$ cat src/rtl/page_frame_replacement_macros.svh
// Assertion macros shared by the page frame replacement RTL.
`ifndef PAGE_FRAME_REPLACEMENT_MACROS_SVH
`define PAGE_FRAME_REPLACEMENT_MACROS_SVH

// Clocked check that is switched off while reset is held.
`define PFR_ASSERT(name, prop, msg) \
  name: assert property (@(posedge clk_i) disable iff (!rst_ni) prop) else $error(msg);

// Clocked check that also holds during reset.
`define PFR_ASSERT_ALWAYS(name, prop, msg) \
  name: assert property (@(posedge clk_i) prop) else $error(msg);

`endif

$ cat src/rtl/pfr_pkg.sv
// Shared constants, types and helpers of the page frame replacement block.
package pfr_pkg;

  localparam int NUM_FRAMES = 64;
  localparam int PAGE_BITS  = 20;
  localparam int COUNT_BITS = 16;
  localparam int TIME_BITS  = 32;
  localparam int TOTAL_BITS = 32;
  localparam int IDX_W      = $clog2(NUM_FRAMES);
  localparam int NUM_W      = $clog2(NUM_FRAMES + 1);
  localparam int FRAME_IDX_W = 6;
  localparam int POLICY_W   = 2;
  localparam int CFG_IDX_W  = 2;
  localparam int CFG_DATA_W = 7;
  localparam int LFSR_W     = 32;

  localparam logic [LFSR_W-1:0] LFSR_TAPS = 32'h8020_0003;
  localparam logic [LFSR_W-1:0] LFSR_SEED = 32'h0000_0001;
  localparam logic [COUNT_BITS-1:0] COUNT_MAX = {COUNT_BITS{1'b1}};

  localparam logic [POLICY_W-1:0] POL_RANDOM = 2'd0;
  localparam logic [POLICY_W-1:0] POL_LRU    = 2'd1;
  localparam logic [POLICY_W-1:0] POL_LFU    = 2'd2;
  localparam logic [POLICY_W-1:0] POL_MFU    = 2'd3;

  localparam logic [CFG_IDX_W-1:0] REG_POLICY = 2'd0;
  localparam logic [CFG_IDX_W-1:0] REG_FRAMES = 2'd1;

  typedef struct packed {
    logic                  valid;
    logic [PAGE_BITS-1:0]  page;
    logic [TIME_BITS-1:0]  last_use;
    logic [COUNT_BITS-1:0] use_count;
    logic                  dirty;
  } frame_t;

  function automatic logic [LFSR_W-1:0] lfsr_next(input logic [LFSR_W-1:0] s);
    lfsr_next = s[0] ? ((s >> 1) ^ LFSR_TAPS) : (s >> 1);
  endfunction

endpackage

$ cat src/rtl/pfr_cell.sv
// One frame cell of the rotating frame ring.
module pfr_cell (
  input  logic            clk_i,
  input  logic            rst_ni,
  input  logic            shift_i,
  input  pfr_pkg::frame_t frame_i,
  output pfr_pkg::frame_t frame_o
);
  import pfr_pkg::*;

  logic   valid_q;
  frame_t data_q;

  always_ff @(posedge clk_i or negedge rst_ni) begin
    if (!rst_ni) begin
      valid_q <= 1'b0;
    end else if (shift_i) begin
      valid_q <= frame_i.valid;
    end
  end

  always_ff @(posedge clk_i) begin
    if (shift_i) begin
      data_q <= frame_i;
    end
  end

  always_comb begin
    frame_o       = data_q;
    frame_o.valid = valid_q;
  end

endmodule

$ cat src/rtl/pfr_mod.sv
// Bit-serial remainder unit: one dividend bit per cycle.
module pfr_mod (
  input  logic                          clk_i,
  input  logic                          rst_ni,
  input  logic                          start_i,
  input  logic [pfr_pkg::LFSR_W-1:0]    dividend_i,
  input  logic [pfr_pkg::NUM_W-1:0]     divisor_i,
  output logic                          done_o,
  output logic [pfr_pkg::NUM_W-1:0]     rem_o
);
  import pfr_pkg::*;

  localparam int STEP_W = $clog2(LFSR_W);

  logic              busy_q, done_q;
  logic [STEP_W-1:0] step_q;
  logic [LFSR_W-1:0] dvd_q;
  logic [NUM_W-1:0]  rem_q, div_q;
  logic [NUM_W:0]    trial;
  logic [NUM_W:0]    rem_next;

  always_comb begin
    trial    = {rem_q, dvd_q[LFSR_W-1]};
    rem_next = (trial >= {1'b0, div_q}) ? trial - {1'b0, div_q} : trial;
  end

  always_ff @(posedge clk_i or negedge rst_ni) begin
    if (!rst_ni) begin
      busy_q <= 1'b0;
      done_q <= 1'b0;
      step_q <= '0;
    end else begin
      done_q <= 1'b0;
      if (start_i) begin
        busy_q <= 1'b1;
        step_q <= '0;
      end else if (busy_q) begin
        step_q <= step_q + 1'b1;
        if (step_q == STEP_W'(LFSR_W - 1)) begin
          busy_q <= 1'b0;
          done_q <= 1'b1;
        end
      end
    end
  end

  always_ff @(posedge clk_i) begin
    if (start_i) begin
      dvd_q <= dividend_i;
      div_q <= divisor_i;
      rem_q <= '0;
    end else if (busy_q) begin
      dvd_q <= dvd_q << 1;
      rem_q <= rem_next[NUM_W-1:0];
    end
  end

  assign done_o = done_q;
  assign rem_o  = rem_q;

endmodule

$ cat src/rtl/page_frame_replacement.sv
// Top level of the page frame replacement block: sequencer around a rotating frame ring.
//
// Usage. An access item (page number, write flag, timestamp) enters on the
// in channel by valid and ready. One result item per access leaves on the
// out channel: hit, frame index, eviction details and the running fault and
// write-back totals. The policy and frame count registers are written on
// the cfg channel, which is always ready; the user must write them only
// while the block is idle, as the block itself does not enforce it. The
// frames sit in a ring of cells that rotates by one place per cycle while
// the block scans or applies, so frame i is at the head when the position
// counter reads i. A first pass over the ring finds a hit, the first free
// frame and the LRU, LFU or MFU candidate; a decision state follows; a
// second pass updates the chosen frame. A random eviction first draws the
// victim in the bit-serial remainder unit. The next item is taken only
// once the result has been loaded into the output register, so one item is
// in work at a time. Reset empties every frame, seeds the LFSR with one,
// clears both totals and sets the policy to random and the frame count to
// 64. A stalled receiver holds the result in the output register; the next
// item may be accepted meanwhile, but its result waits until the previous
// one is taken.
module page_frame_replacement (
  input  logic                              clk_i,
  input  logic                              rst_ni,
  input  logic                              in_valid_i,
  output logic                              in_ready_o,
  input  logic [pfr_pkg::PAGE_BITS-1:0]     page_number_i,
  input  logic                              is_write_i,
  input  logic [pfr_pkg::TIME_BITS-1:0]     access_time_i,
  output logic                              out_valid_o,
  input  logic                              out_ready_i,
  output logic                              hit_o,
  output logic [pfr_pkg::FRAME_IDX_W-1:0]   frame_index_o,
  output logic                              evicted_valid_o,
  output logic [pfr_pkg::PAGE_BITS-1:0]     evicted_page_o,
  output logic                              writeback_o,
  output logic [pfr_pkg::TOTAL_BITS-1:0]    faults_seen_o,
  output logic [pfr_pkg::TOTAL_BITS-1:0]    writebacks_seen_o,
  input  logic                              cfg_valid_i,
  output logic                              cfg_ready_o,
  input  logic [pfr_pkg::CFG_IDX_W-1:0]     cfg_index_i,
  input  logic [pfr_pkg::CFG_DATA_W-1:0]    cfg_data_i
);
  import pfr_pkg::*;
`include "page_frame_replacement_macros.svh"

  localparam logic [2:0] S_IDLE  = 3'd0;
  localparam logic [2:0] S_SCAN  = 3'd1;
  localparam logic [2:0] S_PICK  = 3'd2;
  localparam logic [2:0] S_MOD   = 3'd3;
  localparam logic [2:0] S_APPLY = 3'd4;
  localparam logic [2:0] S_DONE  = 3'd5;

  localparam logic [IDX_W-1:0] LAST_IDX = IDX_W'(NUM_FRAMES - 1);

  logic [2:0]            state_q, state_d;
  logic [POLICY_W-1:0]   policy_q;
  logic [CFG_DATA_W-1:0] frames_cfg_q;
  logic [NUM_W-1:0]      n_q;
  logic [IDX_W-1:0]      pos_q, tgt_q;
  logic [PAGE_BITS-1:0]  page_q;
  logic                  wr_q;
  logic [TIME_BITS-1:0]  time_q;
  logic                  hit_found_q, free_found_q, evict_q;
  logic [IDX_W-1:0]      hit_idx_q, free_idx_q, best_idx_q;
  logic [TIME_BITS-1:0]  best_time_q;
  logic [COUNT_BITS-1:0] best_cnt_q;
  logic [LFSR_W-1:0]     lfsr_q;
  logic [TOTAL_BITS-1:0] fault_total_q, wb_total_q;
  logic [PAGE_BITS-1:0]  ev_page_q;
  logic                  wb_q;
  logic                  out_valid_q;

  frame_t ring [NUM_FRAMES];
  frame_t head, tail_d, upd;
  logic   shift, active, better, at_tgt;
  logic   mod_start, mod_done;
  logic [NUM_W-1:0] mod_rem, n_eff;
  logic [LFSR_W-1:0] lfsr_adv;

  // The ring: every cell takes its upper neighbour; the top cell takes the
  // head, possibly rewritten, so a full pass restores the frame order.
  for (genvar k = 0; k < NUM_FRAMES; k++) begin : g_cell
    frame_t cell_in;
    if (k == NUM_FRAMES - 1) begin : g_top
      assign cell_in = tail_d;
    end else begin : g_mid
      assign cell_in = ring[k+1];
    end
    pfr_cell u_cell (
      .clk_i   (clk_i),
      .rst_ni  (rst_ni),
      .shift_i (shift),
      .frame_i (cell_in),
      .frame_o (ring[k])
    );
  end

  assign head  = ring[0];
  assign shift = (state_q == S_SCAN) || (state_q == S_APPLY);

  // Zero frames acts as one; more than the ring holds acts as the ring size.
  always_comb begin
    if (frames_cfg_q == '0) begin
      n_eff = NUM_W'(1);
    end else if (NUM_W'(frames_cfg_q) > NUM_W'(NUM_FRAMES)) begin
      n_eff = NUM_W'(NUM_FRAMES);
    end else begin
      n_eff = NUM_W'(frames_cfg_q);
    end
  end

  assign active = {1'b0, pos_q} < n_q;
  assign at_tgt = (state_q == S_APPLY) && (pos_q == tgt_q);

  always_comb begin
    case (policy_q)
      POL_LRU: better = head.last_use < best_time_q;
      POL_LFU: better = head.use_count < best_cnt_q;
      POL_MFU: better = head.use_count > best_cnt_q;
      default: better = 1'b0;
    endcase
  end

  // New contents of the target frame: a refresh on a hit, a fill otherwise.
  always_comb begin
    upd = head;
    upd.last_use = time_q;
    if (hit_found_q) begin
      upd.use_count = (head.use_count == COUNT_MAX) ? head.use_count
                                                    : head.use_count + 1'b1;
      upd.dirty     = head.dirty | wr_q;
    end else begin
      upd.valid     = 1'b1;
      upd.page      = page_q;
      upd.use_count = COUNT_BITS'(1);
      upd.dirty     = wr_q;
    end
    tail_d = at_tgt ? upd : head;
  end

  assign lfsr_adv  = lfsr_next(lfsr_q);
  assign mod_start = (state_q == S_PICK) && !hit_found_q && !free_found_q &&
                     (policy_q == POL_RANDOM);

  pfr_mod u_mod (
    .clk_i      (clk_i),
    .rst_ni     (rst_ni),
    .start_i    (mod_start),
    .dividend_i (lfsr_adv),
    .divisor_i  (n_q),
    .done_o     (mod_done),
    .rem_o      (mod_rem)
  );

  assign in_ready_o  = (state_q == S_IDLE);
  assign cfg_ready_o = 1'b1;
  assign out_valid_o = out_valid_q;

  always_comb begin
    state_d = state_q;
    case (state_q)
      S_IDLE:  if (in_valid_i) state_d = S_SCAN;
      S_SCAN:  if (pos_q == LAST_IDX) state_d = S_PICK;
      S_PICK:  state_d = mod_start ? S_MOD : S_APPLY;
      S_MOD:   if (mod_done) state_d = S_APPLY;
      S_APPLY: if (pos_q == LAST_IDX) state_d = S_DONE;
      S_DONE:  if (!out_valid_q || out_ready_i) state_d = S_IDLE;
      default: state_d = S_IDLE;
    endcase
  end

  always_ff @(posedge clk_i or negedge rst_ni) begin
    if (!rst_ni) begin
      state_q       <= S_IDLE;
      policy_q      <= POL_RANDOM;
      frames_cfg_q  <= CFG_DATA_W'(64);
      lfsr_q        <= LFSR_SEED;
      fault_total_q <= '0;
      wb_total_q    <= '0;
      out_valid_q   <= 1'b0;
      pos_q         <= '0;
    end else begin
      state_q <= state_d;
      if (cfg_valid_i) begin
        case (cfg_index_i)
          REG_POLICY: policy_q     <= cfg_data_i[POLICY_W-1:0];
          REG_FRAMES: frames_cfg_q <= cfg_data_i;
          default: ;
        endcase
      end
      if (shift) begin
        pos_q <= (pos_q == LAST_IDX) ? '0 : pos_q + 1'b1;
      end else begin
        pos_q <= '0;
      end
      if (mod_start) lfsr_q <= lfsr_adv;
      if (at_tgt) begin
        if (!hit_found_q) fault_total_q <= fault_total_q + 1'b1;
        if (evict_q && head.dirty) wb_total_q <= wb_total_q + 1'b1;
      end
      if (state_q == S_DONE && (!out_valid_q || out_ready_i)) begin
        out_valid_q <= 1'b1;
      end else if (out_valid_q && out_ready_i) begin
        out_valid_q <= 1'b0;
      end
    end
  end

  always_ff @(posedge clk_i) begin
    case (state_q)
      S_IDLE: begin
        page_q       <= page_number_i;
        wr_q         <= is_write_i;
        time_q       <= access_time_i;
        n_q          <= n_eff;
        hit_found_q  <= 1'b0;
        free_found_q <= 1'b0;
        evict_q      <= 1'b0;
      end
      S_SCAN: begin
        if (!hit_found_q && active && head.valid && head.page == page_q) begin
          hit_found_q <= 1'b1;
          hit_idx_q   <= pos_q;
        end
        if (!free_found_q && active && !head.valid) begin
          free_found_q <= 1'b1;
          free_idx_q   <= pos_q;
        end
        if (pos_q == '0 || (active && better)) begin
          best_idx_q  <= pos_q;
          best_time_q <= head.last_use;
          best_cnt_q  <= head.use_count;
        end
      end
      S_PICK: begin
        if (hit_found_q) begin
          tgt_q <= hit_idx_q;
        end else if (free_found_q) begin
          tgt_q <= free_idx_q;
        end else begin
          evict_q <= 1'b1;
          tgt_q   <= best_idx_q;
        end
      end
      S_MOD: begin
        if (mod_done) tgt_q <= IDX_W'(mod_rem);
      end
      S_APPLY: begin
        if (at_tgt) begin
          ev_page_q <= evict_q ? head.page : '0;
          wb_q      <= evict_q & head.dirty;
        end
      end
      S_DONE: begin
        if (!out_valid_q || out_ready_i) begin
          hit_o             <= hit_found_q;
          frame_index_o     <= FRAME_IDX_W'(tgt_q);
          evicted_valid_o   <= evict_q;
          evicted_page_o    <= ev_page_q;
          writeback_o       <= wb_q;
          faults_seen_o     <= fault_total_q;
          writebacks_seen_o <= wb_total_q;
        end
      end
      default: ;
    endcase
  end

  `PFR_ASSERT(a_tgt_in_range, (state_q == S_APPLY) |-> ({1'b0, tgt_q} < n_q), "target outside frames in use")
  `PFR_ASSERT(a_mod_range, mod_done |-> (mod_rem < n_q), "random victim not below frame count")
  `PFR_ASSERT(a_hit_no_evict, out_valid_o |-> !(hit_o && evicted_valid_o), "eviction reported on a hit")
  `PFR_ASSERT_ALWAYS(a_wb_needs_evict, out_valid_o && writeback_o |-> evicted_valid_o, "write-back without eviction")

endmodule
$ cat config.mk
export PLATFORM = sky130hd
export DESIGN_NAME = page_frame_replacement
export DESIGN_NICKNAME = d
export VERILOG_FILES = /design/src/rtl/pfr_pkg.sv /design/src/rtl/pfr_cell.sv /design/src/rtl/pfr_mod.sv /design/src/rtl/page_frame_replacement.sv
export VERILOG_INCLUDE_DIRS = /design/src /design/src/rtl
export SDC_FILE = /design/constraint.sdc
export NUM_CORES = 2
export LEC_CHECK = 0
export BUFFER_PORTS_ARGS = -buffer_cell sky130_fd_sc_hd__buf_2
export CAP_MARGIN = 20
export CORE_ASPECT_RATIO = 0.6
export CORE_UTILIZATION = 59
export CTS_CLUSTER_DIAMETER = 40
export DETAILED_ROUTE_END_ITERATION = 16
export GPL_TIMING_DRIVEN = 0
export PLACE_DENSITY = 0.75
export SLEW_MARGIN = 20
export SYNTH_ARGS = -nofsm -noshare
export SYNTH_HDL_FRONTEND = slang
export SYNTH_SLANG_ARGS = --single-unit
$ cat constraint.sdc
create_clock -name clk_i -period 172 [get_ports clk_i]
set_input_delay 0 -clock clk_i [delete_from_list [all_inputs] [get_ports clk_i]]
set_output_delay 0 -clock clk_i [all_outputs]
set_load 0.02 [all_outputs]
==> metrics.txt <==
Maximum Capacitance Violations 0; final HPWL from detailed placement between 100 and 150 mm; Residual DRC 0; sequential-to-total area share from yosys stat 95.5%; unrepaired setup endpoints after global routing false; area growth from synthesis to layout 14.6%; clock tree sinks between 4k and 5k; cell count after synthesis slightly above 6k; clk_skew 74.5 ps; pins over their slew limit 0; time the final worst path needs with I/O delays and setup around 5200 ps; clock transition at the register clock pins on the worst setup and hold paths after CTS approximately 70 ps; vias roughly 60k; Detailed Route Iter0 Violations approximately 6.5k; setup repair bufs after CTS 0; horizontal die dimension 659 microns; overflow left after global routing 0; Critical R2R Launch state_q[2]; Wirelength per Cell approximately 24 microns; async set-or-reset flop fraction in the synthesized netlist between 3 and 4%; height of the chip 396 microns; final weighted congestion of routability-driven global placement just under 0.8; post-CTS resize count 0; number of nets in the final layout around 7k; synthesis-stage register bit count 4,897; First-pass DRT Iterations 8; YS warnings 0; outcome finished, final reports clean; Yosys top cell area share 92.4%; class of the worst hold path input pin to flop; worst path required time roughly 170,000 ps; reported leakage power 54.6 nW; final wirelength around 260 mm; peak fanout along the critical path 58; Final ANT Viol Nets 0; number of H-tree branching levels 5; final cycle utilization of the critical path ~3.0%; most common cell after layout, fill and taps aside edfxtp_1; Final Util between 60% and 70%; gr usage total 20.0%; Port Buffers 161; antenna violations before repair 18; pin count of the biggest net entering global routing 106; clock tree root buffer cell clkbuf_16; end point of the critical path g_cell[54].u_cell.frame_o[25]; commonest cells after routing, fill and taps aside edfxtp_1 (4,704), clkbuf_16 (423), nand2_1 (376), dfrtp_1 (184), buf_2 (166); kind of critical path flop to flop; Final Hold Vio Count 0; top cells by area, synth edfxtp_1 (92%), dfrtp_1 (3.0%), nand2_1 (0.93%); proportion of layout cells with a drive suffix above 1 a little over an eighth; leading register cell type out of synthesis edfxtp_1; worst slew slack as a fraction of its limit ~28%; Mapped Nets about 6k; power per unit of standard cell area between 20 and 25 nW/um^2; routed via count divided by cell count 5.49; vias in the first global route about 60k; final-report setup violation count 0; worst reg2reg setup slack roughly 170,000 ps; arrival time at the worst endpoint 5780 ps; cell type with the highest aggregate area in the netlist edfxtp_1; wire length of the first global-routing pass between 300 and 400 mm; clock latency on the worst-skew pair 930 ps; synthesized cell area around 150,000 sq um; Max rail drop VDD 0.0184 mV; Worst Reg2Reg Path Length in Cells 14; critical register-to-register path endpoint g_cell[54].u_cell.frame_o[25]; Total Negative Setup Slacks 0 ps; core area approximately 260,000 sq um; number of synthesized flops with an enable pin ~4.7k; crit path launch type flop; CTS buffer count 417; floorplan row count about 140; worst slew pin tran ~1100 ps; TritonCTS clock tree yes; top-level port count between 150 and 200; category of the worst setup path capture point flop; count of unique library cells instantiated by Yosys 67; clock tree buffer depth 4; start point of the critical path state_q[2]; Fmax between 150 and 200 MHz; Die Footprint 261,000 sq um; Syn Area/Cell approximately 25 sq um; starting utilization of the core area 59.4%
==> metal layers <==
layer  up-vias  track usage (%)  share of wire, %
met3       582             3.42               5.6
met2      2113             31.8                48
met4         0             7.56               3.8
li1      25480                -                 -
met1     30185             28.4                42
met5         -                0                 0
==> cell families (layout without fill, tap and decap cells) <==
kind of cell | after synthesis | count (layout) | share of synthesized area, %
AO/OA/AOI/OAI | 113 | 113 | 0.470
XOR/XNOR | 109 | 109 | 0.624
adder cells (fa/ha/maj) | 67 | 67 | 0.553
buffers and inverters | 126 | 1282 | 0.317
flip-flops | 4897 | 4897 | 95.5
multiplexers | 89 | 89 | 0.646
other | 1 | 10 | 0.00245
AND/OR/NAND/NOR | 633 | 633 | 1.90
==> critical path, stage by stage, from the launching register on <==
cell and delay [ps]:
dfrtp_1 390, buf_2 190, xnor2_1 180, nor2_1 430, clkbuf_4 430, buf_12 290
buf_16 330, buf_12 300, buf_12 310, buf_12 280, buf_16 290, buf_16 310
buf_16 320, buf_16 280, buf_12 280
==> metrics by stage <==
step | std cells | hold WS (ps) | power (mW) | instance area, sq um | setup WS [ps]
after floorplan | 6035 | -296 | 5.99 | 153000 | 37550
after global placement | 9627 | 180 | 5.94 | 158000 | 3680
after detailed placement | 9731 | 40.1 | 2.61 | 161000 | 166940
after CTS | 10622 | 23.8 | 3.59 | 175000 | 166840
after global routing | 10626 | 60.1 | 3.70 | 175000 | 166530
final | 10631 | 74.6 | 3.56 | 175000 | 166760
==> synthesized netlist by cell type, drive strengths merged, types with 6 or more instances <==
library cell	instances
a21o	8
a21oi	29
a31oi	8
and2	23
and3	15
and4	10
buf	10
clkbuf	42
dfrtp	184
dfxtp	7
edfxtp	4704
ha	66
inv	74
mux2	78
mux2i	11
nand2	377
nand2b	6
nand3	40
nand4	37
nor2	55
nor2b	10
nor3	20
nor4	16
o21ai	32
xnor2	76
xor2	33
==> worst min path at each step <==
stage	start	end	slack [ps]	cells past startpoint
2_1_floorplan	rst_ni	fault_total_q[0]	-300	0
3_3_place_gp	access_time_i[1]	time_q[1]	180	1
3_5_place_dp	rst_ni	fault_total_q[7]	40	1
4_1_cts	cfg_index_i[0]	policy_q[0]	20	4
5_1_grt	cfg_index_i[1]	policy_q[1]	60	4
6_report	cfg_index_i[0]	policy_q[0]	70	4
==> power breakdown <==
part	switching, mW	internal (mW)
Sequential	0.132	1.98
Combinational	0.393	0.115
Clock	0.432	0.509
==> repair_timing <==
| item | in CTS | in global routing |
|---|---|---|
| hold endpoints to repair | 327 | 0 |
| hold buffers | 134 | 0 |
| setup endpoints to repair | 0 | 0 |
==> state kept, by name (all words and copies together), names as in the netlist, 16 cells and up <==
| register | flops |
|---|---|
| evicted_page_o | 20 |
| best_time_q | 32 |
| page_q | 20 |
| lfsr_q | 32 |
| g_cell.u_cell.frame_o | 4416 |
| faults_seen_o | 32 |
| writebacks_seen_o | 32 |
| wb_total_q | 32 |
| g_cell.u_cell.valid_q | 64 |
| best_cnt_q | 16 |
| time_q | 32 |
| u_mod.dvd_q | 32 |
| fault_total_q | 32 |
| ev_page_q | 20 |
==> final cells by class <==
cell class / count / area (sq um)
diodes: 9 / 22.5
plain buffers: 52 / 211
clock buffers: 518 / 11000
clock inverters: 239 / 2330
fillers: 14648 / 82000
inverters: 74 / 278
multi-input cells: 1012 / 6460
flip-flops and latches: 4897 / 146000
well taps: 3431 / 4290
repair buffers: 399 / 4600
Note: power is estimated with default switching activity, not from simulation.
